**config.mk**
```make
export PLATFORM = sky130hd
export DESIGN_NAME = led_text_frame_buffer_driver
export DESIGN_NICKNAME = d
export VERILOG_FILES = /design/src/rtl/ltfb_pkg.sv /design/src/rtl/led_text_frame_buffer_driver.sv /design/src/rtl/ltfb_ctrl.sv /design/src/rtl/ltfb_datapath.sv
export SDC_FILE = /design/constraint.sdc
export NUM_CORES = 2
export LEC_CHECK = 0
export BUFFER_PORTS_ARGS = -buffer_cell sky130_fd_sc_hd__clkbuf_2
export CELL_PAD_IN_SITES_DETAIL_PLACEMENT = 0
export CELL_PAD_IN_SITES_GLOBAL_PLACEMENT = 1
export CORE_ASPECT_RATIO = 1.75
export CORE_MARGIN = 5
export CORE_UTILIZATION = 56
export CTS_CLUSTER_SIZE = 40
export DETAILED_ROUTE_END_ITERATION = 10
export GPL_TIMING_DRIVEN = 0
export HOLD_SLACK_MARGIN = 0.05
export PLACE_DENSITY = 0.8
export SETUP_SLACK_MARGIN = 0.2
export SYNTH_ARGS = -nofsm -noshare
export SYNTH_HDL_FRONTEND = slang
export SYNTH_SLANG_ARGS = --single-unit
```
**constraint.sdc**
```tcl
create_clock -name clk -period 12.7 [get_ports clk]
set_input_delay 0.635 -clock clk [delete_from_list [all_inputs] [get_ports clk]]
set_output_delay 0.635 -clock clk [all_outputs]
set_load 0.02 [all_outputs]
```
**src/rtl/ltfb_pkg.sv**
```systemverilog
// Shared types, codes and helpers of the LED text frame buffer driver.
`default_nettype none

package ltfb_pkg;

	// Default configuration of the chip chain
	localparam int NUM_CHIPS_DEF        = 5;
	localparam int COLUMNS_PER_CHIP_DEF = 24;
	localparam int GLYPH_WIDTH_DEF      = 5;

	// Field widths
	localparam int CMD_W   = 3;
	localparam int LINE_W  = 2;
	localparam int COL_W   = 8;
	localparam int GLYPH_W = 40;
	localparam int PIX_W   = 8;
	localparam int FRAME_W = 16;
	localparam int WORD_W  = 16;
	localparam int CS_W    = 5;
	localparam int CHIP_W  = 3;
	localparam int LOCAL_W = 5;
	localparam int NIB_W   = 4;
	localparam int K_W     = 2;

	// Request commands
	localparam logic [CMD_W-1:0] CMD_BEGIN   = 3'd0;
	localparam logic [CMD_W-1:0] CMD_GLYPH   = 3'd1;
	localparam logic [CMD_W-1:0] CMD_CLEAR   = 3'd2;
	localparam logic [CMD_W-1:0] CMD_SCROLL  = 3'd3;
	localparam logic [CMD_W-1:0] CMD_REFRESH = 3'd4;

	// Text lines
	localparam logic [LINE_W-1:0] LINE_LOW  = 2'd0;
	localparam logic [LINE_W-1:0] LINE_HIGH = 2'd1;
	localparam logic [LINE_W-1:0] LINE_MID  = 2'd2;
	localparam logic [LINE_W-1:0] LINE_BAD  = 2'd3;

	// Chip write opcode in the top bits of every data word
	localparam logic [2:0] WORD_PREFIX = 3'b101;

	// Buffer read address sources
	localparam logic [1:0] RD_CURSOR = 2'd0;
	localparam logic [1:0] RD_SCAN   = 2'd1;
	localparam logic [1:0] RD_COLUMN = 2'd2;

	// Buffer write sources
	localparam logic WR_GLYPH  = 1'b0;
	localparam logic WR_SCROLL = 1'b1;

	typedef struct packed {
		logic       latch;
		logic       apply_begin;
		logic       clear_buf;
		logic       rd_en;
		logic [1:0] rd_src;
		logic       wr_en;
		logic       wr_src;
		logic       drop_tail;
		logic       scan_clr;
		logic       scan_inc;
		logic       glyph_init;
		logic       glyph_inc;
		logic       cursor_adv;
		logic       emit;
		logic       emit_word;
	} ltfb_cmd_t;

	typedef struct packed {
		logic [CMD_W-1:0] item_cmd;
		logic             item_bad;
		logic             glyph_more;
		logic             cursor_in;
		logic             scan_last;
		logic             word_last;
		logic             out_free;
	} ltfb_sts_t;

	function automatic logic [FRAME_W-1:0] line_mask(input logic [LINE_W-1:0] line);
		logic [FRAME_W-1:0] m;
		case (line)
			LINE_HIGH: m = 16'h00ff;
			LINE_MID:  m = 16'hf00f;
			default:   m = 16'hff00;
		endcase
		return m;
	endfunction

	function automatic logic [3:0] line_shift(input logic [LINE_W-1:0] line);
		logic [3:0] s;
		case (line)
			LINE_HIGH: s = 4'd8;
			LINE_MID:  s = 4'd4;
			default:   s = 4'd0;
		endcase
		return s;
	endfunction

endpackage

`default_nettype wire

```
**src/rtl/led_text_frame_buffer_driver.sv**
```systemverilog
// Top level of the LED text frame buffer driver: controller plus datapath.
// One request at a time; the next is taken the cycle after its last result is registered.
// Begin, clear and rejected requests: result registered after the dispatch and acknowledge states.
// Glyph: each stored column is read, then merged and written; a dropped column is skipped.
// Scroll shifts each column in turn; refresh: column read, then 4 words, 1 a cycle unless stalled.
// Reset clears the per-column valid bits, so the buffer reads zero at once, with no clearing pass.
`default_nettype none

module led_text_frame_buffer_driver #(
	parameter int NUM_CHIPS        = ltfb_pkg::NUM_CHIPS_DEF,
	parameter int COLUMNS_PER_CHIP = ltfb_pkg::COLUMNS_PER_CHIP_DEF,
	parameter int GLYPH_WIDTH      = ltfb_pkg::GLYPH_WIDTH_DEF
) (
	input  logic                          clk,
	input  logic                          arst_n,
	// request channel
	input  logic                          req_valid,
	output logic                          req_stall,
	input  logic [ltfb_pkg::CMD_W-1:0]    cmd,
	input  logic [ltfb_pkg::LINE_W-1:0]   text_line,
	input  logic [ltfb_pkg::COL_W-1:0]    column_index,
	input  logic                          proportional,
	input  logic [ltfb_pkg::GLYPH_W-1:0]  glyph_columns,
	// result channel
	output logic                          rsp_valid,
	input  logic                          rsp_stall,
	output logic                          word_valid,
	output logic [ltfb_pkg::WORD_W-1:0]   spi_word,
	output logic [ltfb_pkg::CS_W-1:0]     chip_select,
	output logic                          status,
	output logic                          last
);
	import ltfb_pkg::*;

	ltfb_cmd_t ctl;
	ltfb_sts_t sts;

	// The controller takes a new request whenever it is idle, even while the previous
	// result still sits in the output register; it only holds when it must emit.
	ltfb_ctrl u_ctrl (
		.clk       (clk),
		.arst_n    (arst_n),
		.req_valid (req_valid),
		.req_stall (req_stall),
		.sts       (sts),
		.ctl       (ctl)
	);

	// The datapath holds the column buffer (single read, single write port, registered
	// read data), the text cursor and line state, the glyph trim logic and the result
	// register that parts the two channels.
	ltfb_datapath #(
		.NUM_CHIPS        (NUM_CHIPS),
		.COLUMNS_PER_CHIP (COLUMNS_PER_CHIP),
		.GLYPH_WIDTH      (GLYPH_WIDTH)
	) u_datapath (
		.clk           (clk),
		.arst_n        (arst_n),
		.ctl           (ctl),
		.sts           (sts),
		.cmd           (cmd),
		.text_line     (text_line),
		.column_index  (column_index),
		.proportional  (proportional),
		.glyph_columns (glyph_columns),
		.rsp_valid     (rsp_valid),
		.rsp_stall     (rsp_stall),
		.word_valid    (word_valid),
		.spi_word      (spi_word),
		.chip_select   (chip_select),
		.status        (status),
		.last          (last)
	);

endmodule

`default_nettype wire

```
**src/rtl/ltfb_ctrl.sv**
```systemverilog
// Sequencing state machine of the LED text frame buffer driver.
`default_nettype none

module ltfb_ctrl (
	input  logic                  clk,
	input  logic                  arst_n,
	input  logic                  req_valid,
	output logic                  req_stall,
	input  ltfb_pkg::ltfb_sts_t   sts,
	output ltfb_pkg::ltfb_cmd_t   ctl
);
	import ltfb_pkg::*;

	localparam logic [2:0] ST_IDLE = 3'd0;
	localparam logic [2:0] ST_DISP = 3'd1;
	localparam logic [2:0] ST_GCHK = 3'd2;
	localparam logic [2:0] ST_GWR  = 3'd3;
	localparam logic [2:0] ST_SRD  = 3'd4;
	localparam logic [2:0] ST_SWR  = 3'd5;
	localparam logic [2:0] ST_WORD = 3'd6;
	localparam logic [2:0] ST_ACK  = 3'd7;

	logic [2:0] state_q;
	logic [2:0] state_d;

	always_ff @(posedge clk or negedge arst_n) begin
		if (!arst_n) begin
			state_q <= ST_IDLE;
		end else begin
			state_q <= state_d;
		end
	end

	always_comb begin
		ctl       = '0;
		state_d   = state_q;
		req_stall = (state_q != ST_IDLE);
		case (state_q)
			ST_IDLE: begin
				if (req_valid) begin
					ctl.latch = 1'b1;
					state_d   = ST_DISP;
				end
			end
			ST_DISP: begin
				case (sts.item_cmd)
					CMD_BEGIN: begin
						ctl.apply_begin = !sts.item_bad;
						state_d         = ST_ACK;
					end
					CMD_GLYPH: begin
						ctl.glyph_init = 1'b1;
						state_d        = ST_GCHK;
					end
					CMD_CLEAR: begin
						ctl.clear_buf = 1'b1;
						state_d       = ST_ACK;
					end
					CMD_SCROLL: begin
						ctl.scan_clr = 1'b1;
						state_d      = ST_SRD;
					end
					CMD_REFRESH: begin
						if (sts.item_bad) begin
							state_d = ST_ACK;
						end else begin
							ctl.rd_en  = 1'b1;
							ctl.rd_src = RD_COLUMN;
							state_d    = ST_WORD;
						end
					end
					default: begin
						state_d = ST_ACK;
					end
				endcase
			end
			ST_GCHK: begin
				if (sts.glyph_more) begin
					if (sts.cursor_in) begin
						ctl.rd_en  = 1'b1;
						ctl.rd_src = RD_CURSOR;
						state_d    = ST_GWR;
					end else begin
						// drop the column, still move on
						ctl.cursor_adv = 1'b1;
						ctl.glyph_inc  = 1'b1;
					end
				end else begin
					// skip the gap column
					ctl.cursor_adv = 1'b1;
					state_d        = ST_ACK;
				end
			end
			ST_GWR: begin
				ctl.wr_en      = 1'b1;
				ctl.wr_src     = WR_GLYPH;
				ctl.cursor_adv = 1'b1;
				ctl.glyph_inc  = 1'b1;
				state_d        = ST_GCHK;
			end
			ST_SRD: begin
				ctl.rd_en  = 1'b1;
				ctl.rd_src = RD_SCAN;
				state_d    = ST_SWR;
			end
			ST_SWR: begin
				ctl.wr_en  = 1'b1;
				ctl.wr_src = WR_SCROLL;
				if (sts.scan_last) begin
					ctl.drop_tail = 1'b1;
					state_d       = ST_ACK;
				end else begin
					ctl.scan_inc = 1'b1;
					state_d      = ST_SRD;
				end
			end
			ST_WORD: begin
				if (sts.out_free) begin
					ctl.emit      = 1'b1;
					ctl.emit_word = 1'b1;
					if (sts.word_last) begin
						state_d = ST_IDLE;
					end
				end
			end
			ST_ACK: begin
				if (sts.out_free) begin
					ctl.emit = 1'b1;
					state_d  = ST_IDLE;
				end
			end
			default: begin
				state_d = ST_IDLE;
			end
		endcase
	end

	a_idle_no_mem: assert property (@(posedge clk) disable iff (!arst_n)
		(state_q == ST_IDLE) |-> !(ctl.rd_en || ctl.wr_en))
		else $error("buffer access while idle");

	a_emit_free: assert property (@(posedge clk) disable iff (!arst_n)
		ctl.emit |-> sts.out_free)
		else $error("result emitted into an occupied output register");

	a_last_word_idle: assert property (@(posedge clk) disable iff (!arst_n)
		(ctl.emit && ctl.emit_word && sts.word_last) |=> (state_q == ST_IDLE))
		else $error("refresh did not finish after its final word");

endmodule

`default_nettype wire

```
**src/rtl/ltfb_datapath.sv**
```systemverilog
// Frame buffer memory, cursor, glyph trimming and output register.
`default_nettype none

module ltfb_datapath #(
	parameter int NUM_CHIPS        = ltfb_pkg::NUM_CHIPS_DEF,
	parameter int COLUMNS_PER_CHIP = ltfb_pkg::COLUMNS_PER_CHIP_DEF,
	parameter int GLYPH_WIDTH      = ltfb_pkg::GLYPH_WIDTH_DEF
) (
	input  logic                          clk,
	input  logic                          arst_n,
	input  ltfb_pkg::ltfb_cmd_t           ctl,
	output ltfb_pkg::ltfb_sts_t           sts,
	input  logic [ltfb_pkg::CMD_W-1:0]    cmd,
	input  logic [ltfb_pkg::LINE_W-1:0]   text_line,
	input  logic [ltfb_pkg::COL_W-1:0]    column_index,
	input  logic                          proportional,
	input  logic [ltfb_pkg::GLYPH_W-1:0]  glyph_columns,
	output logic                          rsp_valid,
	input  logic                          rsp_stall,
	output logic                          word_valid,
	output logic [ltfb_pkg::WORD_W-1:0]   spi_word,
	output logic [ltfb_pkg::CS_W-1:0]     chip_select,
	output logic                          status,
	output logic                          last
);
	import ltfb_pkg::*;

	localparam int BUF_COLS = NUM_CHIPS * COLUMNS_PER_CHIP;
	localparam int AW       = $clog2(BUF_COLS);
	localparam int GI_W     = $clog2(GLYPH_WIDTH);
	localparam int GC_W     = $clog2(GLYPH_WIDTH + 1);
	localparam int GEXT_W   = PIX_W * GLYPH_WIDTH;
	localparam logic [COL_W:0]  BUF_LIM  = (COL_W + 1)'(BUF_COLS);
	localparam logic [AW-1:0]   SCAN_END = AW'(BUF_COLS - 2);
	localparam logic [AW-1:0]   TAIL     = AW'(BUF_COLS - 1);
	localparam logic [GC_W-1:0] GW_C     = GC_W'(GLYPH_WIDTH);
	localparam logic [K_W-1:0]  K_LAST   = {K_W{1'b1}};

	// Latched request
	logic [CMD_W-1:0]   cmd_q;
	logic [LINE_W-1:0]  line_q;
	logic [COL_W-1:0]   col_q;
	logic               prop_q;
	logic [GLYPH_W-1:0] glyph_q;

	// Text state
	logic [COL_W-1:0]   cursor_q;
	logic [LINE_W-1:0]  active_line_q;
	logic               trim_q;

	// Sequencing counters
	logic [GC_W-1:0]    j_q;
	logic [GC_W-1:0]    end_q;
	logic [AW-1:0]      scan_q;
	logic [K_W-1:0]     k_q;

	// Buffer
	logic [FRAME_W-1:0] frame_q [BUF_COLS];
	logic [BUF_COLS-1:0] vld_q;
	logic [FRAME_W-1:0] rd_data_q;
	logic               rd_vld_q;
	logic [AW-1:0]      ra;
	logic [AW-1:0]      wa;
	logic [FRAME_W-1:0] wd;
	logic [FRAME_W-1:0] rd_col;

	// Glyph
	logic [GEXT_W-1:0]  gext;
	logic [PIX_W-1:0]   gcol [GLYPH_WIDTH];
	logic [GLYPH_WIDTH-1:0] nz;
	logic [GC_W-1:0]    first_c;
	logic [GC_W-1:0]    end_c;
	logic [FRAME_W-1:0] merged;

	// Refresh
	logic [CHIP_W-1:0]  chip_c;
	logic [COL_W-1:0]   base_c;
	logic [LOCAL_W-1:0] local_c;
	logic [CS_W-1:0]    cs_c;
	logic [NIB_W-1:0]   nib_c;
	logic [WORD_W-1:0]  word_c;

	logic               col_in;
	logic               item_bad;

	// Output register
	logic               rsp_valid_q;
	logic               word_valid_q;
	logic [WORD_W-1:0]  spi_word_q;
	logic [CS_W-1:0]    cs_q;
	logic               status_q;
	logic               last_q;

	always_ff @(posedge clk) begin
		if (ctl.latch) begin
			cmd_q   <= cmd;
			line_q  <= text_line;
			col_q   <= column_index;
			prop_q  <= proportional;
			glyph_q <= glyph_columns;
		end
	end

	always_ff @(posedge clk or negedge arst_n) begin
		if (!arst_n) begin
			cursor_q      <= '0;
			active_line_q <= LINE_LOW;
			trim_q        <= 1'b0;
		end else if (ctl.apply_begin) begin
			cursor_q      <= col_q;
			active_line_q <= line_q;
			trim_q        <= prop_q;
		end else if (ctl.cursor_adv && (cursor_q != {COL_W{1'b1}})) begin
			cursor_q      <= cursor_q + COL_W'(1);
		end
	end

	assign col_in = ({1'b0, col_q} < BUF_LIM);

	always_comb begin
		case (cmd_q)
			CMD_BEGIN:   item_bad = (line_q == LINE_BAD) || !col_in;
			CMD_GLYPH:   item_bad = 1'b0;
			CMD_CLEAR:   item_bad = 1'b0;
			CMD_SCROLL:  item_bad = 1'b0;
			CMD_REFRESH: item_bad = !col_in;
			default:     item_bad = 1'b1;
		endcase
	end

	// Glyph columns and proportional trim
	assign gext = GEXT_W'(glyph_q);

	always_comb begin
		for (int j = 0; j < GLYPH_WIDTH; j++) begin
			gcol[j] = gext[PIX_W*j +: PIX_W];
			nz[j]   = |gext[PIX_W*j +: PIX_W];
		end
	end

	always_comb begin
		first_c = '0;
		end_c   = GW_C;
		if (trim_q && (|nz)) begin
			for (int j = GLYPH_WIDTH - 1; j >= 0; j--) begin
				if (nz[j]) first_c = GC_W'(j);
			end
			end_c = '0;
			for (int j = 0; j < GLYPH_WIDTH; j++) begin
				if (nz[j]) end_c = GC_W'(j + 1);
			end
		end
	end

	always_ff @(posedge clk or negedge arst_n) begin
		if (!arst_n) begin
			j_q   <= '0;
			end_q <= '0;
		end else if (ctl.glyph_init) begin
			j_q   <= first_c;
			end_q <= end_c;
		end else if (ctl.glyph_inc) begin
			j_q   <= j_q + GC_W'(1);
		end
	end

	assign merged = (rd_col & line_mask(active_line_q))
		| (FRAME_W'(gcol[j_q[GI_W-1:0]]) << line_shift(active_line_q));

	always_ff @(posedge clk or negedge arst_n) begin
		if (!arst_n) begin
			scan_q <= '0;
		end else if (ctl.scan_clr) begin
			scan_q <= '0;
		end else if (ctl.scan_inc) begin
			scan_q <= scan_q + AW'(1);
		end
	end

	// Buffer ports
	always_comb begin
		case (ctl.rd_src)
			RD_SCAN:   ra = scan_q + AW'(1);
			RD_COLUMN: ra = col_q[AW-1:0];
			default:   ra = cursor_q[AW-1:0];
		endcase
	end

	assign wa = (ctl.wr_src == WR_SCROLL) ? scan_q : cursor_q[AW-1:0];
	assign wd = (ctl.wr_src == WR_SCROLL) ? rd_col : merged;

	always_ff @(posedge clk) begin
		if (ctl.wr_en) begin
			frame_q[wa] <= wd;
		end
		if (ctl.rd_en) begin
			rd_data_q <= frame_q[ra];
		end
	end

	// Never-written and cleared columns read as zero
	always_ff @(posedge clk or negedge arst_n) begin
		if (!arst_n) begin
			vld_q    <= '0;
			rd_vld_q <= 1'b0;
		end else begin
			if (ctl.clear_buf) begin
				vld_q <= '0;
			end else begin
				if (ctl.wr_en) vld_q[wa] <= 1'b1;
				if (ctl.drop_tail) vld_q[TAIL] <= 1'b0;
			end
			if (ctl.rd_en) rd_vld_q <= vld_q[ra];
		end
	end

	assign rd_col = rd_vld_q ? rd_data_q : '0;

	// Chip and local column of the refresh column
	always_comb begin
		chip_c = '0;
		base_c = '0;
		for (int c = 1; c < NUM_CHIPS; c++) begin
			if (col_q >= COL_W'(c * COLUMNS_PER_CHIP)) begin
				chip_c = CHIP_W'(c);
				base_c = COL_W'(c * COLUMNS_PER_CHIP);
			end
		end
	end

	assign local_c = LOCAL_W'(col_q - base_c);
	assign cs_c    = (chip_c < CHIP_W'(CS_W)) ? (CS_W'(1) << chip_c) : '0;
	assign nib_c   = rd_col[NIB_W*k_q +: NIB_W];
	assign word_c  = {WORD_PREFIX, local_c, k_q, nib_c, 2'b00};

	always_ff @(posedge clk or negedge arst_n) begin
		if (!arst_n) begin
			k_q <= '0;
		end else if (ctl.latch) begin
			k_q <= '0;
		end else if (ctl.emit && ctl.emit_word) begin
			k_q <= k_q + K_W'(1);
		end
	end

	always_ff @(posedge clk or negedge arst_n) begin
		if (!arst_n) begin
			rsp_valid_q <= 1'b0;
		end else if (ctl.emit) begin
			rsp_valid_q <= 1'b1;
		end else if (!rsp_stall) begin
			rsp_valid_q <= 1'b0;
		end
	end

	always_ff @(posedge clk) begin
		if (ctl.emit) begin
			word_valid_q <= ctl.emit_word;
			spi_word_q   <= ctl.emit_word ? word_c : '0;
			cs_q         <= ctl.emit_word ? cs_c : '0;
			status_q     <= ctl.emit_word ? 1'b0 : item_bad;
			last_q       <= ctl.emit_word ? (k_q == K_LAST) : 1'b1;
		end
	end

	assign rsp_valid   = rsp_valid_q;
	assign word_valid  = word_valid_q;
	assign spi_word    = spi_word_q;
	assign chip_select = cs_q;
	assign status      = status_q;
	assign last        = last_q;

	always_comb begin
		sts            = '0;
		sts.item_cmd   = cmd_q;
		sts.item_bad   = item_bad;
		sts.glyph_more = (j_q < end_q);
		sts.cursor_in  = ({1'b0, cursor_q} < BUF_LIM);
		sts.scan_last  = (scan_q == SCAN_END);
		sts.word_last  = (k_q == K_LAST);
		sts.out_free   = !rsp_valid_q || !rsp_stall;
	end

	a_wr_in_range: assert property (@(posedge clk) disable iff (!arst_n)
		ctl.wr_en |-> (int'(wa) < BUF_COLS))
		else $error("buffer write beyond the last column");

	a_clear_no_wr: assert property (@(posedge clk) disable iff (!arst_n)
		ctl.clear_buf |-> !(ctl.wr_en || ctl.drop_tail))
		else $error("buffer write during clear");

	a_rsp_from_emit: assert property (@(posedge clk) disable iff (!arst_n)
		$rose(rsp_valid_q) |-> $past(ctl.emit))
		else $error("result appeared without an emit");

endmodule

`default_nettype wire

```
==> metrics.md <==
| Metric | Value |
|---|---|
| Clock insertion delay at the later pin of the skew report | `0.95 ns` |
| Root buffer cell | `clkbuf_16` |
| Routed len/inst | `50.3 um` |
| Vias per cell | `7.44` |
| Worst reg-to-reg path cell count | `19` |
| Net count reported at finish | `6052` |
| Max stage delay cell, worst path | `o311ai_0` |
| Detail Placement HPWL | `280000 um` |
| Critical R2R Launch | `u_ctrl.state_q[0]` |
| Routed Antenna Nets | `0` |
| DR DRC count | `0` |
| Minimum clock period | `9.70 ns` |
| Post-Syn Area | `slightly below 0.09 mm^2` |
| Row cnt | `191` |
| Critical path startpoint category | `flop` |
| Status | `finished, violations left` |
| Syn Inst Count | `5534` |
| Area of the core | `0.155 mm^2` |
| Clk_skew | `0.0408 ns` |
| Relative slew slack | `-15.7%` |
| CP Max Fanout | `11` |
| Clk slew on worst S/H paths | `0.07 ns` |
| Crit path kind | `flop to flop` |
| Die Ht | `532 um` |
| Max incr delay on CP | `1.34 ns` |
| Post-CTS Setup Repair Bufs | `0` |
| TritonCTS buffer count | `196` |
| Area leader, netlist | `edfxtp_1` |
| RSZ-0062 raised after global routing | `no` |
| Number of synthesized flops with an enable pin | `approximately 2000` |
| CTS tree | `yes` |
| Worst Hold Class | `primary input to async pin` |
| CP endpoint kind | `flop` |
| Fin crit share | `76.4%` |
| Post-synth top area share | `69.2%` |
| Setup TNS | `0 ns` |
| Failing checks | `capacitance limit, slew limit` |
| Iter 0 DRT Violations | `between 10000 and 15000` |
| Syn. warnings | `0` |
| Post-synth ARST share | `6.99%` |
| Syn-to-layout area delta | `14.8%` |
| Vias in the first global route | `56300` |
| CP most frequent cell | `buf_2` |
| Share of cells above drive strength 1 | `about 18%` |
| GR Util met1 | `a little over half` |
| PortBufs | `80` |
| Max Fclk | `103 MHz` |
| GP Congestion | `1.12` |
| Setup violators final | `0` |
| Vias | `61100` |
| Reg-to-Reg End | `u_datapath.rd_data_q[6]` |
| First-pass GRT wire length | `529000 um` |
| Critical Path AT | `10.11 ns` |
| Hold WS | `approximately 0.31 ns` |
| GR Overflow Total | `0` |
| Sequential fraction of the synthesis area | `approximately 74%` |
| Placed cell areas | `a little over 0.09 mm^2` |
| DRT Pass-1 Iters | `9` |
| Top Usage Layer GRT | `met2` |
| Total wire length | `413000 um` |
| CTS Buffer Depth | `4` |
| Syn Area/Cell | `15.8 um^2` |
| Max Cap Viol | `39` |
| Initial Util | `56.3%` |
| R2R Setup Slk | `3.00 ns` |
| Final Hold Fails | `0` |
| Main synth FF type | `edfxtp_1` |
| Worst slew pin tran | `between 1.5 and 2 ns` |
| M3 GR Usage | `19.4%` |
| Initial antenna violation count | `39` |
| I/O pin count | `84` |
| Largest net degree at the start of global routing | `between 80 and 90` |
| Width of the die | `between 300 and 400 um` |
| Post-route cell area | `roughly 0.10 mm^2` |
| Post-synthesis cell type count | `91` |
| Top post-synthesis cells by area | `edfxtp_1, mux4_2, nand2_1` |
| Clock sinks | `~2200` |
| Worst-path cell chain | `clkbuf_1 > inv_1 > nor3_1 > and3_1 > inv_1 > ha_1 > buf_6 > buf_6 > buf_2 > o221ai_2 > buf_2 > buf_2 > buf_2 > buf_2 > nand3_1 > nand3_1 > nand2_1 > o311ai_0 > nand4_1` |
| Resize count post-CTS | `0` |
| Pins Over Slew Limit | `317` |
| Die outline area | `0.164 mm^2` |
| Cell family with most CP delay | `buffers and inverters` |
| Seq cells post-synth | `around 2200` |
| Htree depth | `4` |
| All-Layer GR Usage | `49.8%` |
| Met2 global-route usage | `71.5%` |
| WP buf/inv | `10` |
| Worst Path Required | `about 13 ns` |
[routing by layer]
layer | routed length [um] | part of all wire [%]
met1 | 121000 | 29
met2 | 179000 | 43
met3 | 56700 | 14
met4 | 57600 | 14
met5 | 65 | 0.016
[worst register-to-register path: cells and delay by family (launching register included)]
family	cells	cell delay [ns]
AOI/OAI and AO/OA	2	2.02
buffers and inverters	10	4.22
and+or+nand+nor	6	2.27
DFF	1	0.32
adders and majority gates	1	0.35
[timing repair]
action                                  in CTS  in global routing
endpoints found under the hold margin      122                  0
endpoints found under the setup margin       0                  0
hold buffers                                56                  0
[how the worst max path moves through the flow]
stage	end	cells after the start	startpoint	slack, ns
3_5_place_dp	u_datapath.rd_data_q[10]	19	u_ctrl.state_q[0]	4.08
6_report	u_datapath.rd_data_q[6]	19	u_ctrl.state_q[0]	3.00
2_1_floorplan	u_datapath.frame_q[0][4]	7	u_ctrl.state_q[0]	5.28
5_1_grt	u_datapath.rd_data_q[6]	19	u_ctrl.state_q[0]	3.65
4_1_cts	u_datapath.rd_data_q[10]	19	u_ctrl.state_q[0]	4.04
3_3_place_gp	u_datapath.frame_q[101][5]	7	u_ctrl.state_q[0]	-4.52
[state kept, by name (all words and copies together), names as in the netlist, 5 cells and up]
register	cells
u_datapath.gext	40
u_datapath.spi_word	12
u_datapath.vld_q	120
u_datapath.frame_q	1920
u_datapath.chip_select	5
u_datapath.col_q	8
u_datapath.rd_data_q	16
u_datapath.scan_q	7
u_datapath.cursor_q	8
[layout make-up]
type                            count  area (um^2)
Antenna cell                       55          138
Inverter                           29          109
Fill cell                       11000        54700
Clock inverter                    105          976
Sequential cell                  2160        64100
Multi-Input combinational cell   3006        21600
Timing Repair Buffer              247         3120
Tap cell                         2026         2530
Clock buffer                      246         5230
Buffer                            341         2330
[cell usage after synthesis (all sizes together) (7+ instances only)]
library cell	instances
a211oi	15
a21oi	156
a221oi	18
a22oi	28
a311o	7
a311oi	17
a31oi	56
a32oi	40
and3	51
buf	243
clkbuf	98
dfrtp	151
edfxtp	2009
ha	13
inv	28
mux2	13
mux2i	235
mux4	227
nand2	1019
nand2b	9
nand3	386
nand3b	9
nand4	44
nor2	189
nor2b	7
nor3	31
nor4	33
o2111ai	12
o211a	7
o211ai	21
o21a	123
o21ai	65
o221ai	8
o22a	7
o22ai	47
o311ai	7
o31ai	10
or3	8
or4	7
xnor2	7
[layout by cell type (no fill, tap or decap), types with 47 or more instances in the layout]
cell,synthesis,layout
edfxtp_1,2009,2009
nand2_1,1015,1011
nand3_1,386,386
mux2i_1,235,235
mux4_2,203,203
clkbuf_16,0,200
a21oi_1,156,154
dfrtp_1,151,151
clkbuf_1,97,125
o21a_1,123,123
buf_2,105,112
clkbuf_2,0,93
nor2_4,0,70
nor2_1,189,63
buf_8,8,57
o21ai_0,62,56
nor2_2,0,56
dlygate4sd3_1,0,56
diode_2,0,55
a31oi_1,55,55
buf_4,45,51
and3_1,51,50
o22ai_1,47,47
[through the flow]
step,worst slack (ns),util [%],std cells
6_report,3.00,64.7,8215
5_1_grt,3.65,64.6,8169
4_1_cts,4.04,64.5,8158
3_5_place_dp,4.08,60.2,7751
3_3_place_gp,-4.52,58.2,7642
2_1_floorplan,5.28,-,5536
[cell families (layout without fill, tap and decap cells)]
group	count (synthesis)	after routing	synth area share, %
flops	2160	2160	73.5
simple gates	1813	1813	9.04
compound gates	689	689	5.52
mux	475	475	8.83
buf+inv	370	968	2.76
fa+ha+maj	13	13	0.187
xor+xnor	13	13	0.131
other cells	1	58	0.00430
Power is not shown: default switching activity piles up to over one toggle a cycle in this logic, so the estimate is an artifact.
